File: src/rtl/crt_pkg.sv
// ----------------------------------------------------------------------------
// crt_pkg
// shared types and constants of the chunk reassembly table
// ----------------------------------------------------------------------------
package crt_pkg;

	localparam int unsigned ENTRIES_DEF    = 16;
	localparam int unsigned MAX_CHUNKS_DEF = 16;
	localparam logic [15:0] TIMEOUT_RESET  = 16'd1000;

	typedef enum logic [2:0] {
		ST_STORED    = 3'd0,
		ST_DUPLICATE = 3'd1,
		ST_COMPLETE  = 3'd2,
		ST_FULL      = 3'd3,
		ST_RANGE     = 3'd4
	} status_t;

	typedef enum logic {
		REG_TIMEOUT = 1'b0
	} reg_idx_t;

	typedef struct packed {
		logic [31:0] message_id;
		logic [3:0]  chunk_index;
		logic [4:0]  chunk_count;
		logic [15:0] routing_tag;
		logic [15:0] chunk_handle;
		logic [31:0] now_ms;
	} chunk_t;

	typedef struct packed {
		logic [2:0]  status;
		logic [31:0] out_message_id;
		logic [15:0] out_routing_tag;
		logic [3:0]  out_position;
		logic [15:0] out_handle;
		logic [4:0]  received_so_far;
		logic [4:0]  evicted_count;
		logic        last;
	} result_t;

	typedef struct packed {
		logic load;
		logic scan_step;
		logic lookup;
		logic decide;
		logic emit_step;
	} cmd_t;

	typedef struct packed {
		logic scan_last;
		logic complete;
		logic emit_last;
	} stat_t;

endpackage

File: src/rtl/crt_ctrl.sv
// ----------------------------------------------------------------------------
// crt_ctrl
// sequencer: table sweep, lookup, decision and in-order emission
// ----------------------------------------------------------------------------
module crt_ctrl (
	input  logic          clk,
	input  logic          arst_n,
	input  logic          start,
	input  crt_pkg::stat_t stat,
	output crt_pkg::cmd_t  cmd,
	output logic          busy
);

	typedef enum logic [2:0] {
		S_IDLE, S_SCAN, S_DRAIN, S_LOOKUP, S_DECIDE, S_EMIT, S_FLUSH
	} state_t;

	state_t state_q;
	logic   busy_q;

	always_comb begin
		cmd           = '0;
		cmd.load      = (state_q == S_IDLE) && start;
		cmd.scan_step = (state_q == S_SCAN);
		cmd.lookup    = (state_q == S_LOOKUP);
		cmd.decide    = (state_q == S_DECIDE);
		cmd.emit_step = (state_q == S_EMIT);
	end

	always_ff @(posedge clk or negedge arst_n) begin
		if (!arst_n) begin
			state_q <= S_IDLE;
			busy_q  <= 1'b0;
		end else begin
			case (state_q)
				S_IDLE: begin
					if (start) begin
						state_q <= S_SCAN;
						busy_q  <= 1'b1;
					end
				end
				S_SCAN: begin
					if (stat.scan_last) begin
						state_q <= S_DRAIN;
					end
				end
				S_DRAIN:  state_q <= S_LOOKUP;
				S_LOOKUP: state_q <= S_DECIDE;
				S_DECIDE: begin
					if (stat.complete) begin
						state_q <= S_EMIT;
					end else begin
						state_q <= S_IDLE;
						busy_q  <= 1'b0;
					end
				end
				S_EMIT: begin
					if (stat.emit_last) begin
						state_q <= S_FLUSH;
					end
				end
				S_FLUSH: begin
					state_q <= S_IDLE;
					busy_q  <= 1'b0;
				end
				default: begin
					state_q <= S_IDLE;
					busy_q  <= 1'b0;
				end
			endcase
		end
	end

	assign busy = busy_q;

endmodule

File: config.mk
export PLATFORM = sky130hd
export DESIGN_NAME = crt_ctrl
export DESIGN_NICKNAME = d
export VERILOG_FILES = /design/src/rtl/crt_pkg.sv /design/src/rtl/crt_ctrl.sv
export SDC_FILE = /design/constraint.sdc
export NUM_CORES = 1
export LEC_CHECK = 0
export BUFFER_PORTS_ARGS = -buffer_cell sky130_fd_sc_hd__buf_2
export CORE_AREA = 4 4 41 43
export DETAILED_ROUTE_END_ITERATION = 10
export DIE_AREA = 0 0 45 47
export SLEW_MARGIN = 40
export SYNTH_ARGS = -nofsm -noshare
export SYNTH_HDL_FRONTEND = slang
export SYNTH_SLANG_ARGS = --single-unit
File: constraint.sdc
create_clock -name clk -period 1.05 [get_ports clk]
set_input_delay 0.21 -clock clk [delete_from_list [all_inputs] [get_ports clk]]
set_output_delay 0.21 -clock clk [all_outputs]
set_load 0.02 [all_outputs]
# Yosys cells after proc, flatten, opt, wreduce, memory -nomap -nowiden
# Index checks and enable logic that the tools add are counted.
totals:
  ff_bits: 4
  word_cells: 25
  output_inout_bits: 6
classes:
  bitwise_logic: 1
  eq_ne: 9
  reduce_logical: 5
  mux: 8
op_table:
  columns: ["op", "n"]
  rows:
  - ["$pmux 3 s6", 1]
  - ["$mux 3", 4]
  - ["$ne 2x2->1 const B", 4]
  - ["$eq 3x2->1 const B", 2]
  - ["$eq 3x3->1 const B", 2]
  - ["$reduce_and 3->1", 2]
  - ["$reduce_or 4->1", 1]
  - ["$eq 3x1->1 const B", 1]
  - ["$logic_not 3->1", 1]
  - ["$pmux 1 s3", 1]
  - ["$mux 1", 2]
  - ["$logic_and 1x1->1", 1]
  - ["$not 1->1", 1]

# Depth between registers and ports, before layout
logic_depth:
  depth_word: 4
  mapped_depth: 3
  mapped_depth_nobuf: 3

# Worst setup path before layout
# Ideal clock, no wire load.
synth_path:
  path_kind: "reg2reg"
  startpoint: "reg state_q[1]"
  endpoint: "reg busy_q (netlist: busy)"
  slack_ps: -218
  t_arrival_ps: 1202
  required_ps: 984
  path_buffers: 1
  path_stages_with_launch: 4
  period_less_slack_ps: 1268
  cell_sequence: "dfrtp_1 -> buf_6 -> nor4b_2 -> a211o_1"
synth_via:
  elab_chain_cells: 4
  elab_cells_between_ends: 12
synth_lines:
  columns: ["item", "line_no", "text"]
  rows:
  - ["start: declaration", "crt_ctrl.sv:18", "state_t state_q;"]
  - ["start signal: assignment", "crt_ctrl.sv:32", "state_q <= S_IDLE;"]
  - ["start signal: assignment", "crt_ctrl.sv:38", "state_q <= S_SCAN;"]
  - ["start signal: assignment", "crt_ctrl.sv:44", "state_q <= S_DRAIN;"]
  - ["$eq 3x3->1 (tied with other cells)", "crt_ctrl.sv:35", "case (state_q)"]
  - ["$reduce_or 4->1 (no line)", null, null]
  - ["$not 1->1 (no line)", null, null]
  - ["$reduce_and 3->1 (no line)", null, null]
  - ["end signal: assignment", "crt_ctrl.sv:33", "busy_q <= 1'b0;"]
  - ["end signal: assignment", "crt_ctrl.sv:39", "busy_q <= 1'b1;"]
  - ["end signal: assignment", "crt_ctrl.sv:54", "busy_q <= 1'b0;"]
  - ["end: declaration", "crt_ctrl.sv:19", "logic busy_q;"]
# Parallel ways exist; a longest one is shown, timed or not.
# A chain may end at the register's enable or synchronous reset.

==> impl_metrics.toml <==
[outcome]
status = "finished, violations left"
violations = "negative setup slack"

[cts]
h-tree-depth = 1
cts_sinks = 4
clockBufferDepth = 2
cts_inserted_buffers = 3
clk_latency_ps = 240
clkTransAtPathRegs_ps = 40
cts_tree = "built"
cts-root-buf = "clkbuf_4"

[floorplan]
floorplan.initialDensity_pct = 18.5
ios = 12
die-area_sq_um = 2120
dieHeight_microns = 47
die_w_microns = 45
core_area_sq_um = 1300
rows = 13

[yosys]
avgSynthCellArea_sq_um = 9.61
synth_edf_count = 0
async_flop_share_pct = 100
yosysWarnings = 0
syn-num-nets = 31
synth_top_area_share_pct = 41.7
post_synth_num_cell_types = 18
synth_ff_type = "dfrtp_1"
syn-cell-area_sq_um = 240
yosys.area.top_type = "dfrtp_1"
synthesis.instances = 25
ys_ff_latch = 4
synth_area_leaders = "dfrtp_1 42%, nor2_1 6.3%, nor4b_2 6.3%, o31ai_2 5.2%, buf_6 4.7%"
yosys-top-cells-count = "4 x dfrtp_1, 4 x nor2_1, 2 x inv_1"
ys_seq_area_share_pct = 41.7

[layout]
layout.nets = 60
diodes = 0
mostFrequentLayoutCells = "9 x buf_6, 8 x buf_4, 7 x buf_2, 3 x clkbuf_4, 3 x dfrtp_2"
final_common_cell = "buf_6"
syn_to_final_growth_pct = 126
drive_above_1_share_pct = 76.9

[timing]
fin_worst_skew_ps = 5.60
max_freq_mhz = 727
period_needed_ps = 1380
setup_viol = 7
post-route-period-util_pct = 131
slew_viol_final = 0
slew_headroom_pct = 86.1
setup_slack_ps = -325
worst_pin_slew_ps = 208
rsz0062_at_grt = "true"
hold_violations = 0

[routing]
vias = 278
vias_per_cell = 4.15
finalWirelength_microns = 737
postRouteAntennaNets = 0
post_drt_wl_per_cell_microns = 11.0
drtPass1Iterations = 2
first_iter_violations = 5
drc = 0

[pwr]
p_per_area_nw_per_um2 = 3260
vdd_drop_max_v = 0.00130
p_leak_nw = 0.247
power_w = 0.00177

[setup_path]
endpoint_kind = "output port"
startpoint_type = "flip-flop"
r2r_start = "state_q[2]"
startpoint = "state_q[1]"
cp_data_arrival_time_ps = 1170
worstSetupPathType = "reg2out"
cp_max_fo = 5
worstPathRequired_ps = 840

[placed_design]
port_buffers = 11
gp_congestion = 0.758
dpl.hpwl_microns = 464
pre_cts_slack_ps = -147

[global_routing]
grt_pass1_wl_microns = 1120
overflow = 0
grt_start_max_net_pins = 8
grt_pass1_vias = 292
track_usage_pct = 7.68
antenna_found_initial = 0

[flow_run]
maxCapViolCount = 0

[min_path]
worstHoldStart = "start"
hp-class = "in2reg"
final timing paths:
path | end | slack [ps] | cells after the start
worst max-delay path | cmd[3] | -330 | 3
worst min-delay path | state_q[0] | 230 | 3
worst max register to register | state_q[1] | -180 | 5
worst min register to register | busy | 530 | 1
max in group asynchronous | state_q[2] | 610 | 2
min in group asynchronous | state_q[0] | 310 | 2
critical path, cell delays in order, from the launching register on:
cell,delay (ps)
dfrtp_2,440
buf_4,160
nor3_4,190
buf_6,140
cell type report:
type                    count  area, sq um
flip-flops and latches      4          104
multi-input cells          18          181
inverters                   2         10.0
well taps                  15         18.8
clock buffers               3         22.5
repair buffers             25          206
fillers                   141          758
report_power, final:
group / internal [W] / switching (W)
sequential: 0.000237 / 0.000135
combinational: 0.000696 / 0.000511
clock: 0.000128 / 0.0000622
state kept, by name, summed over array words and instances (netlist names):
signal and flops:
busy 1, state_q 3
kinds of logic after synthesis:
| kind of cell | synth area share [%] |
|---|---|
| AOI/OAI and AO/OA | 18.2 |
| buffers and inverters | 7.81 |
| DFF | 41.7 |
| muxes | 4.17 |
| and+or+nand+nor | 28.1 |
timing repair:
action                                  4_1_cts  5_1_grt
hold buffers                                  1        0
buffers inserted                              3        5
pin swaps                                     0        3
endpoints found under the setup margin        7        9
hold endpoints to repair                      4        0
gates resized for setup                      18        7
stage by stage:
stage / utilization, % / cells / setup TNS [ps] / hold WS (ps) / cell area, sq um
after floorplan: - / 25 / -193 / -85.6 / 268
after global placement: 28.3 / 55 / -555 / 16.8 / 368
after detailed placement: 28.3 / 55 / -541 / 17.7 / 368
after CTS: 36.3 / 62 / -1680 / 226 / 473
after global routing: 41.7 / 67 / -2100 / 246 / 543
final: 41.7 / 67 / -1680 / 231 / 543
per-layer routing:
metal | track usage, % | wire length, microns | up-vias
li1 | - | - | 143
met1 | 9.61 | 314 | 128
met2 | 10.5 | 390 | 7
met3 | 4.60 | 32 | 0
met4 | 3.51 | 0 | 0
met5 | 0 | 0 | -
No activity file was read; power rests on OpenSTA's default activity.
